`src/rtl/stic_pkg.sv`:
```
package stic_pkg;

   localparam int MAX_POINTS_DEF   = 64;
   localparam int CORDIC_STEPS_DEF = 16;

   localparam logic [0:0] CMD_BUILD = 1'b0;
   localparam logic [0:0] CMD_QUERY = 1'b1;

   localparam logic [1:0] CSR_START  = 2'd0;
   localparam logic [1:0] CSR_END    = 2'd1;
   localparam logic [1:0] CSR_POINTS = 2'd2;

   localparam logic [2:0] STATUS_BUILT   = 3'd0;
   localparam logic [2:0] STATUS_INTERP  = 3'd1;
   localparam logic [2:0] STATUS_OUTSIDE = 3'd2;
   localparam logic [2:0] STATUS_NOSEG   = 3'd3;
   localparam logic [2:0] STATUS_INVALID = 3'd4;

   localparam logic [1:0] CMP_EQUAL  = 2'd0;
   localparam logic [1:0] CMP_EXACT  = 2'd1;
   localparam logic [1:0] CMP_INTERP = 2'd2;

   typedef struct packed {
      logic signed [15:0] sine;
      logic signed [31:0] absc;
   } entry_type;

   function automatic logic [31:0] atan_turn(input logic [4:0] i);
      logic [31:0] r;
      case (i)
         5'd0:  r = 32'd536870912;
         5'd1:  r = 32'd316933406;
         5'd2:  r = 32'd167458907;
         5'd3:  r = 32'd85004756;
         5'd4:  r = 32'd42667331;
         5'd5:  r = 32'd21354465;
         5'd6:  r = 32'd10679838;
         5'd7:  r = 32'd5340245;
         5'd8:  r = 32'd2670163;
         5'd9:  r = 32'd1335087;
         5'd10: r = 32'd667544;
         5'd11: r = 32'd333772;
         5'd12: r = 32'd166886;
         5'd13: r = 32'd83443;
         5'd14: r = 32'd41722;
         5'd15: r = 32'd20861;
         5'd16: r = 32'd10430;
         5'd17: r = 32'd5215;
         5'd18: r = 32'd2608;
         5'd19: r = 32'd1304;
         5'd20: r = 32'd652;
         5'd21: r = 32'd326;
         5'd22: r = 32'd163;
         5'd23: r = 32'd81;
         5'd24: r = 32'd41;
         5'd25: r = 32'd20;
         5'd26: r = 32'd10;
         5'd27: r = 32'd5;
         5'd28: r = 32'd3;
         5'd29: r = 32'd1;
         5'd30: r = 32'd1;
         default: r = 32'd0;
      endcase
      return r;
   endfunction

endpackage

```
`src/rtl/stic_cordic.sv`:
```
module stic_cordic
#(
   parameter int CORDIC_STEPS = 16
) (
   input  logic               clock,
   input  logic               reset,
   input  logic               start,
   input  logic signed [31:0] angle_x,
   output logic               done,
   output logic signed [15:0] sine
);

   import stic_pkg::*;

   localparam int SW = $clog2(CORDIC_STEPS + 1);

   localparam logic [2:0] C_IDLE = 3'd0;
   localparam logic [2:0] C_MUL  = 3'd1;
   localparam logic [2:0] C_INIT = 3'd2;
   localparam logic [2:0] C_ITER = 3'd3;
   localparam logic [2:0] C_FIN  = 3'd4;

   localparam logic [31:0]        K_LO = 32'd10430;
   localparam logic signed [31:0] K_HI = 32'sd1625002897;
   localparam logic signed [33:0] GAIN = 34'sd652032874;

   logic [2:0]         state_ff, state_in;
   logic               done_ff, done_in;
   logic signed [31:0] x_ff, x_in;
   logic [31:0]        lo_ff, lo_in;
   logic [31:0]        hi_ff, hi_in;
   logic [1:0]         quad_ff, quad_in;
   logic signed [33:0] cx_ff, cx_in;
   logic signed [33:0] cy_ff, cy_in;
   logic signed [32:0] z_ff, z_in;
   logic [SW-1:0]      cnt_ff, cnt_in;
   logic signed [15:0] y_ff, y_in;

   logic [31:0]        lo_prod;
   logic signed [63:0] hi_prod;
   logic [31:0]        phase;
   logic signed [33:0] dx, dy, sel, v;
   logic signed [32:0] ang;
   logic signed [15:0] v16;

   assign lo_prod = x_ff * K_LO;
   assign hi_prod = x_ff * K_HI;
   assign phase   = lo_ff + hi_ff;
   assign dx      = cy_ff >>> cnt_ff;
   assign dy      = cx_ff >>> cnt_ff;
   assign ang     = $signed({1'b0, atan_turn(5'(cnt_ff))});
   assign sel     = quad_ff[0] ? cx_ff : cy_ff;
   assign v       = (sel + 34'sd32768) >>> 16;

   always_comb begin
      if (v > 34'sd16384) begin
         v16 = 16'sd16384;
      end else if (v < -34'sd16384) begin
         v16 = -16'sd16384;
      end else begin
         v16 = v[15:0];
      end
   end

   always_comb begin
      state_in = state_ff;
      done_in  = 1'b0;
      x_in     = x_ff;
      lo_in    = lo_ff;
      hi_in    = hi_ff;
      quad_in  = quad_ff;
      cx_in    = cx_ff;
      cy_in    = cy_ff;
      z_in     = z_ff;
      cnt_in   = cnt_ff;
      y_in     = y_ff;
      unique case (state_ff)
         C_IDLE: begin
            if (start) begin
               x_in     = angle_x;
               state_in = C_MUL;
            end
         end
         C_MUL: begin
            lo_in    = lo_prod;
            hi_in    = hi_prod[63:32];
            state_in = C_INIT;
         end
         C_INIT: begin
            quad_in  = phase[31:30];
            z_in     = $signed({3'b000, phase[29:0]});
            cx_in    = GAIN;
            cy_in    = '0;
            cnt_in   = '0;
            state_in = C_ITER;
         end
         C_ITER: begin
            if (z_ff >= 0) begin
               cx_in = cx_ff - dx;
               cy_in = cy_ff + dy;
               z_in  = z_ff - ang;
            end else begin
               cx_in = cx_ff + dx;
               cy_in = cy_ff - dy;
               z_in  = z_ff + ang;
            end
            cnt_in = cnt_ff + 1'b1;
            if (cnt_ff == SW'(CORDIC_STEPS - 1)) begin
               state_in = C_FIN;
            end
         end
         C_FIN: begin
            y_in     = quad_ff[1] ? -v16 : v16;
            done_in  = 1'b1;
            state_in = C_IDLE;
         end
         default: state_in = C_IDLE;
      endcase
   end

   always_ff @(posedge clock) begin
      if (reset) begin
         state_ff <= C_IDLE;
         done_ff  <= 1'b0;
      end else begin
         state_ff <= state_in;
         done_ff  <= done_in;
      end
      x_ff    <= x_in;
      lo_ff   <= lo_in;
      hi_ff   <= hi_in;
      quad_ff <= quad_in;
      cx_ff   <= cx_in;
      cy_ff   <= cy_in;
      z_ff    <= z_in;
      cnt_ff  <= cnt_in;
      y_ff    <= y_in;
   end

   assign done = done_ff;
   assign sine = y_ff;

endmodule

```
`config.mk`:
```
export PLATFORM = sky130hd
export DESIGN_NAME = stic_cordic
export DESIGN_NICKNAME = d
export VERILOG_FILES = /design/src/rtl/stic_pkg.sv /design/src/rtl/stic_cordic.sv
export SDC_FILE = /design/constraint.sdc
export NUM_CORES = 2
export LEC_CHECK = 0
export BUFFER_PORTS_ARGS = -buffer_cell sky130_fd_sc_hd__buf_2
export CAP_MARGIN = 25
export CORE_ASPECT_RATIO = 1.25
export CORE_MARGIN = 4
export CORE_UTILIZATION = 25
export CTS_BUF_LIST = sky130_fd_sc_hd__clkbuf_4
export DETAILED_ROUTE_END_ITERATION = 10
export MAX_ROUTING_LAYER = met4
export SYNTH_ARGS = -nofsm -noshare
export SYNTH_HDL_FRONTEND = slang
export SYNTH_SLANG_ARGS = --single-unit
```
`constraint.sdc`:
```
create_clock -name clock -period 9.2 [get_ports clock]
set_input_delay 2.3 -clock clock [delete_from_list [all_inputs] [get_ports clock]]
set_output_delay 2.3 -clock clock [all_outputs]
set_load 0.02 [all_outputs]
```
==> metrics.md <==
| Metric | Value |
|---|---|
| Worst slew pin tran | 1.071 ns |
| Post-synthesis sequential area ratio | 0.1627 |
| Fmax | 112.7 MHz |
| Core area | 177500 sq um |
| Most common cell after layout, fill and taps aside | inv_1 |
| Worst setup path category | reg -> reg |
| Maxcap violations | 0 |
| Wirelength per Cell | 18.43 microns |
| Period utilization | 0.9647 |
| Syn Area/Cell | 9.607 sq um |
| GP Congestion | 0.9488 |
| Die Ht | 480.2 microns |
| Routed WL | 132.1 mm |
| Detail Placement HPWL | 108.8 mm |
| Vias/cell | 4.696 |
| Synth async-reset ratio | 0 |
| Net count, final | 5906 |
| DRC | 0 |
| Synth top area cells | fa_1 24%, ha_1 17%, edfxtp_1 15% |
| CTS clk-pin slew, worst paths | 0.07 ns |
| Worst hold path type | reg -> reg |
| Area growth, synth to finish | 9.699% |
| Most frequent cells in the layout | 821 x inv_1, 593 x ha_1, 543 x fa_1 |
| EDFF count, synth | 219 |
| Tmin final | 8.875 ns |
| Final setup vio count | 0 |
| Cell Area, Synth | 44600 sq um |
| Crit path largest cell delay | 0.78 ns |
| Clock skew | 0.1222 ns |
| Outcome | finished clean |
| Most frequent CP cell | fa_1 |
| Port Buffer Count | 51 |
| Startpoint Class | flip-flop |
| Synth warnings | 0 |
| Io pins | 52 |
| Crit path arrival time | 9.56 ns |
| WHS | 0.5540 ns |
| First-pass GRT wire length | 205.2 mm |
| Cts-stage hold buffer count | 0 |
| Worst EP required | 9.89 ns |
| Slew Limit Fails | 0 |
| Main flop type after synthesis | edfxtp_1 |
| Max FO, Critical Path | 9 |
| Vias in the first global route | 35240 |
| Hold Vio Cnt, Final | 0 |
| Area of the die | 185300 sq um |
| Starting DRT DRC Count | 2150 |
| DRT antenna net count | 0 |
| H-tree depth | 3 |
| Pre-antenna DRT Iters | 9 |
| Post-synth top area share | 0.2438 |
| Placed Cells | 7000 |
| Clock sink count | 253 |
| Cell taking the most area after synthesis | fa_1 |
| Row cnt | 173 |
| Initial core utilization | 0.2513 |
| Count of cell types in the netlist | 90 |
| Via Count | 33660 |
| Grt total ovfl | 0 |
| Clock root cell | clkbuf_4 |
| Die X | 385.8 microns |
| Slew HR | 0.2857 |
| Core Util, Final | 0.2756 |
| Cell count after synthesis | 4642 |
| Post-Syn Nets | 5813 |
| CTS buffer count | 82 |
| Insertion delay to the later sink of the worst-skew pair | 1.01 ns |
| Share of cells above drive strength 1 | 0.08168 |
| GR Util All Layers | 0.1470 |
| Largest net degree at the start of global routing | 87 |
| Flop-to-flop setup slack | 0.32 ns |
| CTS tree | yes |
| Clk buf depth | 3 |
| Initial antenna violation count | 5 |
| Final std cells w/o fill | 7168 |
| Synth Register Bits | 253 |
| Crit path capture type | flip-flop |
| Crit-path slowest cell | edfxtp_1 |
==> through the flow <==
step	TNS (ns)	worst slack (ns)	instance area, sq um
detailed placement	-1.227	-0.4580	47790
CTS	0	0.007685	48830
finish	0	0.3250	48920
global route	-0.03382	-0.03382	48920
floorplan	0	0.04732	44600
global placement	-0.8049	-0.3726	47790
==> cells in the mapped netlist (all sizes together) (14+ instances only) <==
library cell  count
inv             825
ha              593
fa              543
nand2           294
nor2            279
a21oi           264
o21ai           227
edfxtp          219
xnor2           178
xor2            157
a21o             81
mux4             75
nand3            71
clkbuf           64
mux2i            58
buf              56
nor3             42
nand2b           40
o21bai           39
nor2b            37
dfxtp            34
and3             31
o31ai            31
a211oi           30
and2             28
o211ai           27
a31oi            25
or2              23
mux2             22
nand4            21
o21a             21
or3              21
a221oi           14
==> critical path, delay by kind of cell, from the launching register on <==
kind            cells  cell delay, ns
simple gates        6            1.13
buf+inv             6            0.66
fa+ha+maj           9            4.05
flops               1            0.78
compound gates      6            1.85
xor+xnor            1            0.11
==> area by class of cell <==
type,count,area (sq um)
Fill cell,18860,128600
Multi-Input combinational cell,3442,33730
Sequential cell,253,7257
Inverter,827,3107
Tap cell,2362,2955
Timing Repair Buffer,129,865.8
Clock buffer,108,810.8
Clock inverter,40,182.7
Antenna cell,7,17.52
==> final timing paths <==
| path | start | to | depth (start not counted) |
|---|---|---|---|
| hold / removal | hi_ff[0]$_DFFE_PP_ | z_ff[0]$_DFFE_PN_ | 2 |
| setup / recovery | x_ff[11]$_DFFE_PP_ | hi_ff[31]$_DFFE_PP_ | 28 |
| hold reg to reg | hi_ff[0]$_DFFE_PP_ | z_ff[0]$_DFFE_PN_ | 2 |
| setup reg to reg | x_ff[11]$_DFFE_PP_ | hi_ff[31]$_DFFE_PP_ | 28 |
==> metal layers <==
layer | vias up | share of wire | track usage
met4 | 0 | 0.047 | 0.05970
met3 | 252 | 0.042 | 0.01855
met1 | 16610 | 0.41 | 0.1726
met5 | - | 0 | -
met2 | 841 | 0.50 | 0.2542
li1 | 15960 | - | -
==> state kept, by name (all words and copies together), names as in the netlist <==
signal	count
x_ff	32
cx_ff	34
hi_ff	32
done	1
lo_ff	31
cy_ff	34
quad_ff	2
z_ff	33
cnt_ff	5
sine	16
ang	30
state_ff	3
==> cell families after synthesis <==
logic type	count (synthesis)	share of synthesized area
buf+inv	947	0.08226
simple gates	934	0.09800
compound gates	881	0.1238
flops	253	0.1627
xor+xnor	335	0.06579
mux	155	0.05704
fa+ha+maj	1137	0.4103
==> repair_timing <==
| action | 4_1_cts | 5_1_grt |
|---|---|---|
| setup buffers | 5 | 8 |
| hold endpoints to repair | 0 | 0 |
| endpoints found under the setup margin | 6 | 4 |
| gates resized for setup | 1 | 3 |
Power is left out: the tool's default activity adds up to more than one toggle a clock period on the data nets, which glitch-free logic cannot reach.
