$ cat config.mk
export PLATFORM = sky130hd
export DESIGN_NAME = stic_divider
export DESIGN_NICKNAME = d
export VERILOG_FILES = /design/src/rtl/stic_divider.sv
export SDC_FILE = /design/constraint.sdc
export NUM_CORES = 1
export LEC_CHECK = 0
export BUFFER_PORTS_ARGS = -buffer_cell sky130_fd_sc_hd__clkbuf_2
export CORE_MARGIN = 4
export CORE_UTILIZATION = 45
export DETAILED_ROUTE_END_ITERATION = 12
export GPL_TIMING_DRIVEN = 1
export MAX_ROUTING_LAYER = met4
export PLACE_DENSITY_LB_ADDON = 0.1
export SYNTH_ARGS = -nofsm -noshare
export SYNTH_HDL_FRONTEND = slang
export SYNTH_SLANG_ARGS = --single-unit
$ cat constraint.sdc
create_clock -name clock -period 3 [get_ports clock]
set_input_delay 0.45 -clock clock [delete_from_list [all_inputs] [get_ports clock]]
set_output_delay 0.45 -clock clock [all_outputs]
set_load 0.02 [all_outputs]
$ cat src/rtl/stic_divider.sv
module stic_divider #(
   parameter int NW = 48,
   parameter int DW = 32
) (
   input  logic          clock,
   input  logic          reset,
   input  logic          start,
   input  logic [NW-1:0] dividend,
   input  logic [DW-1:0] divisor,
   output logic          done,
   output logic [NW-1:0] quotient
);

   localparam int CW = $clog2(NW + 1);

   logic          busy_ff, busy_in;
   logic          done_ff, done_in;
   logic [CW-1:0] cnt_ff, cnt_in;
   logic [DW:0]   rem_ff, rem_in;
   logic [NW-1:0] quo_ff, quo_in;
   logic [DW-1:0] den_ff, den_in;
   logic [DW:0]   rem_shift;

   always_comb begin
      busy_in   = busy_ff;
      done_in   = 1'b0;
      cnt_in    = cnt_ff;
      rem_in    = rem_ff;
      quo_in    = quo_ff;
      den_in    = den_ff;
      rem_shift = {rem_ff[DW-1:0], quo_ff[NW-1]};
      if (start) begin
         busy_in = 1'b1;
         cnt_in  = '0;
         rem_in  = '0;
         quo_in  = dividend;
         den_in  = divisor;
      end else if (busy_ff) begin
         if (rem_shift >= {1'b0, den_ff}) begin
            rem_in = rem_shift - {1'b0, den_ff};
            quo_in = {quo_ff[NW-2:0], 1'b1};
         end else begin
            rem_in = rem_shift;
            quo_in = {quo_ff[NW-2:0], 1'b0};
         end
         cnt_in = cnt_ff + 1'b1;
         if (cnt_ff == CW'(NW - 1)) begin
            busy_in = 1'b0;
            done_in = 1'b1;
         end
      end
   end

   always_ff @(posedge clock) begin
      if (reset) begin
         busy_ff <= 1'b0;
         done_ff <= 1'b0;
      end else begin
         busy_ff <= busy_in;
         done_ff <= done_in;
      end
      cnt_ff <= cnt_in;
      rem_ff <= rem_in;
      quo_ff <= quo_in;
      den_ff <= den_in;
   end

   assign done     = done_ff;
   assign quotient = quo_ff;

endmodule

==> impl_metrics.toml, run 1 <==
[timing]
fin_worst_hold_slack_ns = 0.2016
max_slew.worst_pin.slew_ns = 0.9290
max_freq_mhz = 343.8
setup_ws_ns = 0.09160
setup-tns-final_ns = 0
fin_worst_skew_ns = 0.01407
finalHoldViolations = 0
period_share_pct = 96.95
slew_viol_final = 0
period_minus_slack_ns = 2.908
timing.slew.headroom_pct = 38.07
setup_violations = 0

[cells_and_area]
layout_common_cells = "130 x sky130_fd_sc_hd__clkbuf_2, 80 x sky130_fd_sc_hd__edfxtp_1, 49 x sky130_fd_sc_hd__nor2_1"
final_net_count = 886
layout-drive-gt1-share_pct = 36.57
fillCellCount = 1222
area_growth_pct = 27.15
post_layout_nonfiller_instances = 966
mostFrequentLayoutCell = "sky130_fd_sc_hd__clkbuf_2"
antennaDiodeCount = 0

[power]
static-leakage-power_nw = 3.628
irDropWorstVdd_v = 0.0004121
power-per-cell-area_nw_per_um2 = 626.1

[global_routing]
grt.met3_usage_pct = 6.382
grt.met2_usage_pct = 31.28
largest_net_degree_at_the_start_of_global_routing = 75
grt_remaining_overflow = 0
groute.usage.overall_pct = 20.46
grt_pass1_vias = 5412
use_met1_pct = 25.58
grt_busiest_layer = "met2"
grt_antenna_before_repair = 0
grt_pass1_wl_um = 26610

[logic_synthesis]
synth_area_per_cell_um2 = 11.05
ys_warn_count = 0
ys_async_sr_fraction_pct = 0
ys_types = 68
synth.yosys.seq_area_share_pct = 47.44
postSynth.topFlopCell = "sky130_fd_sc_hd__edfxtp_1"
synth_edf_count = 80
net_count_synth = 728
ys_ff_latch = 120
netlist_area_um2 = 6751
syn_inst = 611

[critical_path]
crit_path_end_kind = "flip-flop"
worstPathArrival_ns = 3.23
worst_ep_required_time_ns = 3.33
critical_path_class = "flip-flop to flip-flop"
crit_path_max_fanout = 11
reg2reg_depth = 12
critPathLaunchType = "flip-flop"

[place]
placer_congestion_estimate = 0.8884
placement.io_buffers = 131
dp.cells = 927
place.detailed.hpwl_um = 11840
place_worst_setup_slack_ns = -0.05977

[floorplan]
chipHeight_um = 130.5
initial_core_util_pct = 46.28
floorplan.die.width_um = 130.5
fp.coreArea_um2 = 14590
dieArea_um2 = 17030
ioPinCount = 132
num_rows = 44

[route]
via_count = 5310
drcViolationCount = 0
drtAntennaViolNets = 0
drt_pre_antenna_iters = 5
drt_first_iter_violations = 345
viasPerCell = 5.497
finalWirelength_um = 16390
routed_wire_length_per_instance_um = 16.96

[outcome]
outcome = "completed"

[clock_tree]
cts_tree = "built"
cts-hold-fix-buffers = 0
clk_root_buffer_cell = "sky130_fd_sc_hd__clkbuf_16"
cts_inserted_buffers = 17
clk_transition_reported_paths_ns = 0.06
clock_sink_count = 120
worst_skew_pair.late_latency_ns = 0.42
clk_path_buf_depth = 2
ctsHtreeMaxLevel = 4

[flow_run]
max_cap_violations = 0

[min_path]
hold-path-cell-count = 2
worst_hold_path_type = "input port to flip-flop"
## per-layer routing
layer | vias up | wire length, µm
li1 | 2597 | -
met1 | 2518 | 7301
met2 | 169 | 7640
met3 | 26 | 1152
met4 | 0 | 291
met5 | - | 0
## sequential cells by signal, indices dropped and copies added (netlist names)
register,cells
rem_ff,32
den_ff,32
busy_ff,1
cnt_ff,6
quotient,48
done,1
## synth_stat cells (5+ instances only)
master	number	share of area, %
sky130_fd_sc_hd__inv_1	40	2.2
sky130_fd_sc_hd__nand2b_1	8	0.74
sky130_fd_sc_hd__nor2b_1	6	0.56
sky130_fd_sc_hd__o21bai_1	7	0.78
sky130_fd_sc_hd__xnor2_1	14	1.8
sky130_fd_sc_hd__xor2_1	16	2.1
sky130_fd_sc_hd__a211oi_1	30	3.3
sky130_fd_sc_hd__nor3_1	8	0.59
sky130_fd_sc_hd__mux2i_1	25	3.7
sky130_fd_sc_hd__nand4_1	11	1.0
sky130_fd_sc_hd__o211ai_1	5	0.56
sky130_fd_sc_hd__o21ai_0	21	1.6
sky130_fd_sc_hd__ha_1	33	6.1
sky130_fd_sc_hd__a21o_1	10	1.1
sky130_fd_sc_hd__a21oi_1	31	2.3
sky130_fd_sc_hd__dfxtp_1	40	12
sky130_fd_sc_hd__edfxtp_1	80	36
sky130_fd_sc_hd__mux2_2	48	8.0
sky130_fd_sc_hd__nand2_1	30	1.7
sky130_fd_sc_hd__nor2_1	49	2.7
sky130_fd_sc_hd__clkbuf_1	18	1.0
## kinds of logic (layout without fill, tap and decap cells)
group | after synthesis | count (layout) | synth area share [%]
AOI/OAI and AO/OA | 144 | 144 | 15.47
and+or+nand+nor | 138 | 138 | 10.04
DFF | 120 | 120 | 47.44
muxes | 74 | 74 | 11.93
buffers and inverters | 71 | 242 | 4.800
adders and majority gates | 34 | 34 | 6.412
xor gates and xnor gates | 30 | 30 | 3.892
## critical path: stages (launching register included)
cell	delay (ns)
sky130_fd_sc_hd__edfxtp_1	0.38
sky130_fd_sc_hd__inv_1	0.07
sky130_fd_sc_hd__ha_1	0.24
sky130_fd_sc_hd__a21o_1	0.19
sky130_fd_sc_hd__a21oi_1	0.35
sky130_fd_sc_hd__a21oi_4	0.12
sky130_fd_sc_hd__o31ai_4	0.31
sky130_fd_sc_hd__a31oi_4	0.13
sky130_fd_sc_hd__a211o_1	0.32
sky130_fd_sc_hd__buf_4	0.16
sky130_fd_sc_hd__buf_12	0.14
sky130_fd_sc_hd__and4b_1	0.19
sky130_fd_sc_hd__nor4_2	0.22
## repair_timing
item	4_1_cts	5_1_grt
endpoints found under the setup margin	5	31
hold endpoints to repair	0	0
pin swaps	0	11
buffers inserted	0	7
resized for setup	3	33
## through the flow
stage                     total power, mW  utilization (%)  area (µm²)
after detailed placement            3.173            53.09        7745
final                               5.375            58.84        8584
after global routing                5.625            58.84        8584
after global placement              3.160            53.09        7745
after CTS                           5.366            57.44        8379
after floorplan                     2.817                -        6751
## path summary, 6_finish.rpt
check                    startpoint                       to  slack (ns)
max             den_ff[3]$_DFFE_PP_  rem_ff[25]$_SDFFE_PP0P_        0.09
min                           reset       busy_ff$_SDFF_PP0_        0.20
max reg2reg     den_ff[3]$_DFFE_PP_  rem_ff[25]$_SDFFE_PP0P_        0.09
min reg2reg  cnt_ff[5]$_SDFFE_PP0P_   cnt_ff[5]$_SDFFE_PP0P_        0.50
## report_power, final
part	internal [mW]	total, mW	switching (mW)
clock network	1.41	2.16	0.747
registers	1.94	2.02	0.0864
logic	0.531	1.19	0.662
total	3.88	5.37	1.50
## area by class of cell
type                            instances  area (µm²)  share of cell area, %
Tap cell                              184       230.2                  2.682
Clock buffer                           21       450.4                  5.247
Multi-Input combinational cell        420        3383                  39.41
Clock inverter                         11       172.7                  2.011
Timing Repair Buffer                  170       992.2                  11.56
Inverter                               40       150.1                  1.749
Sequential cell                       120        3206                  37.34
Note: power is estimated with default switching activity, not from simulation.
==> run 2: changes to the inputs <==
- ABC_AREA: default -> 1
- RECOVER_POWER: default -> 100
==> run 2 against run 1 <==
The flow now finishes with violations (max-capacitance violations, max-slew violations). Sequential share of layout area is 1.1 points lower. Via count is 28% higher. Setup slack better by 0.29 ns. Global-route usage is 2.1 points higher. Clock skew hardly changed. Hold slack worse by 0.0025 ns. Non-clock buffer count is 31 lower.
==> impl_metrics.toml, run 2 <==
[place]
placer_congestion_estimate = 1.018
place.detailed.hpwl_um = 14410
placement.io_buffers = 131

[cells_and_area]
mostFrequentLayoutCell = "sky130_fd_sc_hd__nand2_1"
antennaDiodeCount = 0
layout_common_cells = "463 x sky130_fd_sc_hd__nand2_1, 181 x sky130_fd_sc_hd__inv_1, 84 x sky130_fd_sc_hd__nand3_1"
final_net_count = 1309
largest_reg_flops = 48
area_growth_pct = 18.31
finish.utilization_pct = 54.98
layout-drive-gt1-share_pct = 10.37

[logic_synthesis]
synth_top_cells_by_count = "462 x sky130_fd_sc_hd__nand2_1, 181 x sky130_fd_sc_hd__inv_1, 84 x sky130_fd_sc_hd__nand3_1"
syn_inst = 1060
synth_top_area_share_pct = 32.19
postSynth.topFlopCell = "sky130_fd_sc_hd__edfxtp_1"
dominant_combinational_cell_family_by_area_after_synthesis = "simple AND/OR/NAND/NOR gates"
net_count_synth = 1177
synth.yosys.seq_area_share_pct = 42.92
netlist_area_um2 = 7462
complex_gate_fraction_of_the_synthesized_area_pct = 3.253
ys_async_sr_fraction_pct = 0
yosys.area_share.simple_pct = 35.30
synth_area_per_cell_um2 = 7.040
synth_area_leader_cell = "sky130_fd_sc_hd__edfxtp_1"
synth_edf_count = 80
ys_ff_latch = 120
synthXorXnorAreaFrac_pct = 1.643
netlist_top_cells_area = "sky130_fd_sc_hd__edfxtp_1 32%, sky130_fd_sc_hd__nand2_1 23%, sky130_fd_sc_hd__dfxtp_1 11%"
ys_types = 33
multiplexer_fraction_of_the_synthesized_cell_area_pct = 0
ys_warn_count = 0
synth-adder-area-share_pct = 5.801
top_count_cell_post_synth = "sky130_fd_sc_hd__nand2_1"

[timing]
max_freq_mhz = 381.9
fin_worst_hold_slack_ns = 0.1991
max_slew.worst_pin.slew_ns = 1.533
finalHoldViolations = 0
grt_setup_unrepaired = "no"
setup_violations = 0
slew_viol_final = 66
period_share_pct = 87.29
fin_worst_skew_ns = 0.01444
setup-tns-final_ns = 0
timing.slew.headroom_pct = -2.225
period_minus_slack_ns = 2.619

[clock_tree]
clk_root_buffer_cell = "sky130_fd_sc_hd__clkbuf_16"
ctsHtreeMaxLevel = 4
clk_path_buf_depth = 2
cts_inserted_buffers = 17
cts-hold-fix-buffers = 0
cts_setup_buffers = 0
cts_tree = "built"
clock_sink_count = 120
worst_skew_pair.late_latency_ns = 0.42
cts_repair_resize_count = 0
clk_transition_reported_paths_ns = 0.06

[power]
clkPwrFrac_pct = 45.7
irDropWorstVdd_v = 0.0003772
power_frac_comb_pct = 11.7
power-per-cell-area_nw_per_um2 = 518.3
switchingPower_mw = 1.182
static-leakage-power_nw = 4.672
sequentialPowerShare_pct = 42.6
internal_power_mw = 3.394
swShare_pct = 25.82

[floorplan]
floorplan.die.width_um = 136.8
initial_core_util_pct = 46.47
fp.coreArea_um2 = 16060
ioPinCount = 132
num_rows = 46
dieArea_um2 = 18710
chipHeight_um = 136.8

[min_path]
worst_hold_path_type = "input port to flip-flop"

[route]
drt_pre_antenna_iters = 5
via_count = 6795
drcViolationCount = 0
viasPerCell = 4.782
finalWirelength_um = 19580
drt_first_iter_violations = 515
routed_wire_length_per_instance_um = 13.78
drtAntennaViolNets = 0

[critical_path]
worst_ep_required_time_ns = 3.34
critPathLaunchType = "flip-flop"
worstPathArrival_ns = 2.96
crit_path_end_kind = "flip-flop"
crit_path_max_fanout = 32
critical_path_class = "flip-flop to flip-flop"

[outcome]
violations = "max-capacitance violations, max-slew violations"
outcome = "complete, but fails checks"

[global_routing]
groute.usage.overall_pct = 22.61
largest_net_degree_at_the_start_of_global_routing = 66
grt_remaining_overflow = 0
grt_pass1_vias = 6816
grt_antenna_before_repair = 0
grt_pass1_wl_um = 32400

[flow_run]
max_cap_violations = 1
## run 2: changes by cell type in the layout (fill, tap and decap cells not counted), moves of 8 or more
cell,delta
sky130_fd_sc_hd__a211oi_1,-29
sky130_fd_sc_hd__xor2_1,-15
sky130_fd_sc_hd__clkbuf_1,+52
sky130_fd_sc_hd__ha_1,+9
sky130_fd_sc_hd__mux2i_1,-23
sky130_fd_sc_hd__nand3b_1,+13
sky130_fd_sc_hd__inv_1,+142
sky130_fd_sc_hd__nand2b_1,-8
sky130_fd_sc_hd__buf_4,-32
sky130_fd_sc_hd__mux2_2,-48
sky130_fd_sc_hd__nand2_1,+433
sky130_fd_sc_hd__a21o_1,-10
sky130_fd_sc_hd__nand3_1,+81
sky130_fd_sc_hd__clkbuf_2,-48
## run 2: cell families after synthesis
| group | count (synthesis) |
|---|---|
| xor+xnor | 14 |
| compound gates | 45 |
| simple gates | 638 |
| buf+inv | 209 |
| fa+ha+maj | 34 |
| flops | 120 |
## run 2: path summary, 6_finish.rpt
| kind | start | endpoint | slack [ns] | cells after the start |
|---|---|---|---|---|
| setup reg to reg | den_ff[24]$_DFFE_PP_ | rem_ff[2]$_SDFFE_PP0P_ | 0.38 | 13 |
| hold reg to reg | rem_ff[10]$_SDFFE_PP0P_ | rem_ff[10]$_SDFFE_PP0P_ | 0.47 | 2 |
| hold / removal | divisor[4] | den_ff[4]$_DFFE_PP_ | 0.20 | 1 |
| setup / recovery | den_ff[24]$_DFFE_PP_ | rem_ff[2]$_SDFFE_PP0P_ | 0.38 | 13 |
## run 2: power by group through the flow
stage | clock [mW] | combinational [mW] | sequential [mW]
after global routing | 2.20 | 0.604 | 1.96
after floorplan | 0 | 0.267 | 2.06
after detailed placement | 0 | 0.559 | 1.98
final | 2.09 | 0.533 | 1.95
after CTS | 2.13 | 0.560 | 1.95
after global placement | 0 | 0.554 | 1.98
## run 2: worst max-delay path, stage by stage (launching register included)
cell and delay (ns):
sky130_fd_sc_hd__edfxtp_1 0.37, sky130_fd_sc_hd__inv_1 0.07, sky130_fd_sc_hd__ha_1 0.27, sky130_fd_sc_hd__nand2_1 0.20, sky130_fd_sc_hd__inv_2 0.04, sky130_fd_sc_hd__a21oi_1 0.18, sky130_fd_sc_hd__nand2_1 0.10, sky130_fd_sc_hd__nand2_1 0.07
sky130_fd_sc_hd__nand2_1 0.07, sky130_fd_sc_hd__nor2_4 0.46, sky130_fd_sc_hd__nand2_4 0.38, sky130_fd_sc_hd__nand2_1 0.16, sky130_fd_sc_hd__nand3_1 0.07, sky130_fd_sc_hd__o21ai_0 0.09
## run 2: cell type report
cell class / count / area (µm²)
fillers: 1648 / 7229
multi-input cells: 731 / 3430
flip-flops and latches: 120 / 3203
inverters: 183 / 686.9
repair buffers: 139 / 640.6
clock buffers: 21 / 450.4
well taps: 216 / 270.3
clock inverters: 11 / 147.6
## run 2: per-layer routing
layer	up-vias	wire length, µm	track usage [%]
met5	-	0	-
met3	34	1070	3.971
met2	190	8987	36.25
li1	3552	-	-
met4	0	399	6.763
met1	3019	9123	29.47
## run 2: stage by stage
step	instance area (µm²)	setup WS, ns	instances	total power [mW]
5_1_grt	8828	0.1421	1421	4.766
4_1_cts	8921	0.4380	1421	4.645
2_1_floorplan	7462	0.2049	1060	2.325
3_3_place_gp	8323	0.5168	1389	2.538
3_5_place_dp	8323	0.4447	1389	2.539
6_report	8828	0.3813	1421	4.576
==> run 3: changes to the inputs <==
- RECOVER_POWER: 100 -> 25
==> run 3 against run 2 <==
The run now ends clean. Non-clock buffer count unchanged. Die area unchanged. Global-route usage unchanged. Wire length up 0.10%. First-iteration DRC count down 3.7%. Largest power group unchanged.
==> impl_metrics.toml, run 3 (synthesis results as in run 2) <==
[outcome]
outcome = "completed"

[cells_and_area]
antennaDiodeCount = 0
layout-drive-gt1-share_pct = 14.52
mostFrequentLayoutCell = "sky130_fd_sc_hd__nand2_1"
area_growth_pct = 19.38
final_net_count = 1309
post_layout_nonfiller_instances = 1421
largest_reg_flops = 48
layout_common_cells = "462 x sky130_fd_sc_hd__nand2_1, 180 x sky130_fd_sc_hd__inv_1, 129 x sky130_fd_sc_hd__clkbuf_2"

[min_path]
worst_hold_path_type = "input port to flip-flop"
holdCritStartpoint = "divisor[4]"
hold_end = "den_ff[4]$_DFFE_PP_"
hold-path-cell-count = 1

[critical_path]
crit_path_max_fanout = 32
reg2reg_depth = 13
crit_path_end_kind = "flip-flop"
worstPathArrival_ns = 2.91
worst_ep_required_time_ns = 3.34
reg2reg_setup_slack_ns = 0.43
critPathLaunchType = "flip-flop"
critical_path_class = "flip-flop to flip-flop"
critical_path.reg2reg.endpoint = "rem_ff[0]$_SDFFE_PP0P_"
regToRegStartpoint = "den_ff[24]$_DFFE_PP_"

[place]
placer_congestion_estimate = 1.018
place.detailed.hpwl_um = 14410
placement.io_buffers = 131
dp.cells = 1389

[clock_tree]
ctsHtreeMaxLevel = 4
worst_skew_pair.late_latency_ns = 0.42
cts-hold-fix-buffers = 0
cts_tree = "built"
clk_root_buffer_cell = "sky130_fd_sc_hd__clkbuf_16"
cts_setup_buffers = 0
clk_path_buf_depth = 2
cts_inserted_buffers = 17
clock_sink_count = 120
clk_transition_reported_paths_ns = 0.06
cts_repair_resize_count = 0

[floorplan]
ioPinCount = 132
fp.coreArea_um2 = 16060
chipHeight_um = 136.8
dieArea_um2 = 18710
initial_core_util_pct = 46.47
floorplan.die.width_um = 136.8
num_rows = 46

[route]
drt_pre_antenna_iters = 5
drtAntennaViolNets = 0
viasPerCell = 4.757
via_count = 6760
finalWirelength_um = 19600
drt_first_iter_violations = 496
routed_wire_length_per_instance_um = 13.79
drcViolationCount = 0

[timing]
fin_worst_skew_ns = 0.01364
setup_violations = 0
max_slew.worst_pin.slew_ns = 1.234
finalHoldViolations = 0
period_share_pct = 85.59
setup-tns-final_ns = 0
grt_setup_unrepaired = "no"
period_minus_slack_ns = 2.568
timing.slew.headroom_pct = 17.73
slew_viol_final = 0
max_freq_mhz = 389.5

[flow_run]
max_cap_violations = 0

[global_routing]
groute.usage.overall_pct = 22.61
grt_antenna_before_repair = 0
grt_remaining_overflow = 0
grt_pass1_vias = 6816
grt_pass1_wl_um = 32400
largest_net_degree_at_the_start_of_global_routing = 66

[power]
irDropWorstVdd_v = 0.0003743
static-leakage-power_nw = 4.822
power-per-cell-area_nw_per_um2 = 515.7
==> run 3: area by class of cell <==
cell class / count / area (µm²)
sequential: 120 / 3203
inverter: 183 / 686.9
clock buffer: 21 / 450.4
timing repair buffer: 139 / 718.2
tap: 216 / 270.3
clock inverter: 11 / 147.6
multi-input combinational: 731 / 3432
fill: 1620 / 7149
==> run 3: report_power, final <==
group | internal (mW) | switching, mW | total (mW)
sequential | 1.90 | 0.0545 | 1.95
combinational | 0.189 | 0.365 | 0.554
clock | 1.33 | 0.763 | 2.09
==> run 3: critical path: stages, from the launching register on <==
cell                       delay (ns)
sky130_fd_sc_hd__edfxtp_1        0.33
sky130_fd_sc_hd__inv_1           0.04
sky130_fd_sc_hd__ha_1            0.34
sky130_fd_sc_hd__nand2_2         0.15
sky130_fd_sc_hd__inv_2           0.04
sky130_fd_sc_hd__a21oi_1         0.18
sky130_fd_sc_hd__nand2_1         0.10
sky130_fd_sc_hd__nand2_1         0.07
sky130_fd_sc_hd__nand2_1         0.07
sky130_fd_sc_hd__nor2_4          0.47
sky130_fd_sc_hd__nand2_4         0.38
sky130_fd_sc_hd__nand2_1         0.15
sky130_fd_sc_hd__nand3_1         0.07
sky130_fd_sc_hd__o21ai_0         0.10
==> run 3: per-layer routing <==
layer / share of wire [%] / GRT usage (%)
met4: 2.1 / 6.763
met1: 47 / 29.47
met5: 0 / -
met3: 5.7 / 3.971
met2: 46 / 36.25
==> run 3: stage by stage <==
step	cell area [µm²]	setup slack (ns)	power [mW]	utilization (%)	hold WS [ns]
6_report	8909	0.4324	4.594	55.48	0.2019
5_1_grt	8909	0.1974	4.787	55.48	0.1911
4_1_cts	8921	0.4380	4.645	55.56	0.1842
3_5_place_dp	8323	0.4447	2.539	51.83	0.4605
3_3_place_gp	8323	0.5168	2.538	51.83	0.4594
2_1_floorplan	7462	0.2049	2.325	-	0.4436
==> run 3: how the worst max path moves through the flow <==
stage	from	to	slack [ns]	cells after the start
2_1_floorplan	start	quotient[0]$_DFFE_PP_	0.20	4
3_3_place_gp	rem_ff[29]$_SDFFE_PP0P_	rem_ff[28]$_SDFFE_PP0P_	0.52	12
3_5_place_dp	den_ff[24]$_DFFE_PP_	rem_ff[0]$_SDFFE_PP0P_	0.44	13
4_1_cts	den_ff[24]$_DFFE_PP_	rem_ff[0]$_SDFFE_PP0P_	0.44	13
5_1_grt	den_ff[24]$_DFFE_PP_	rem_ff[22]$_SDFFE_PP0P_	0.20	13
6_report	den_ff[24]$_DFFE_PP_	rem_ff[0]$_SDFFE_PP0P_	0.43	13
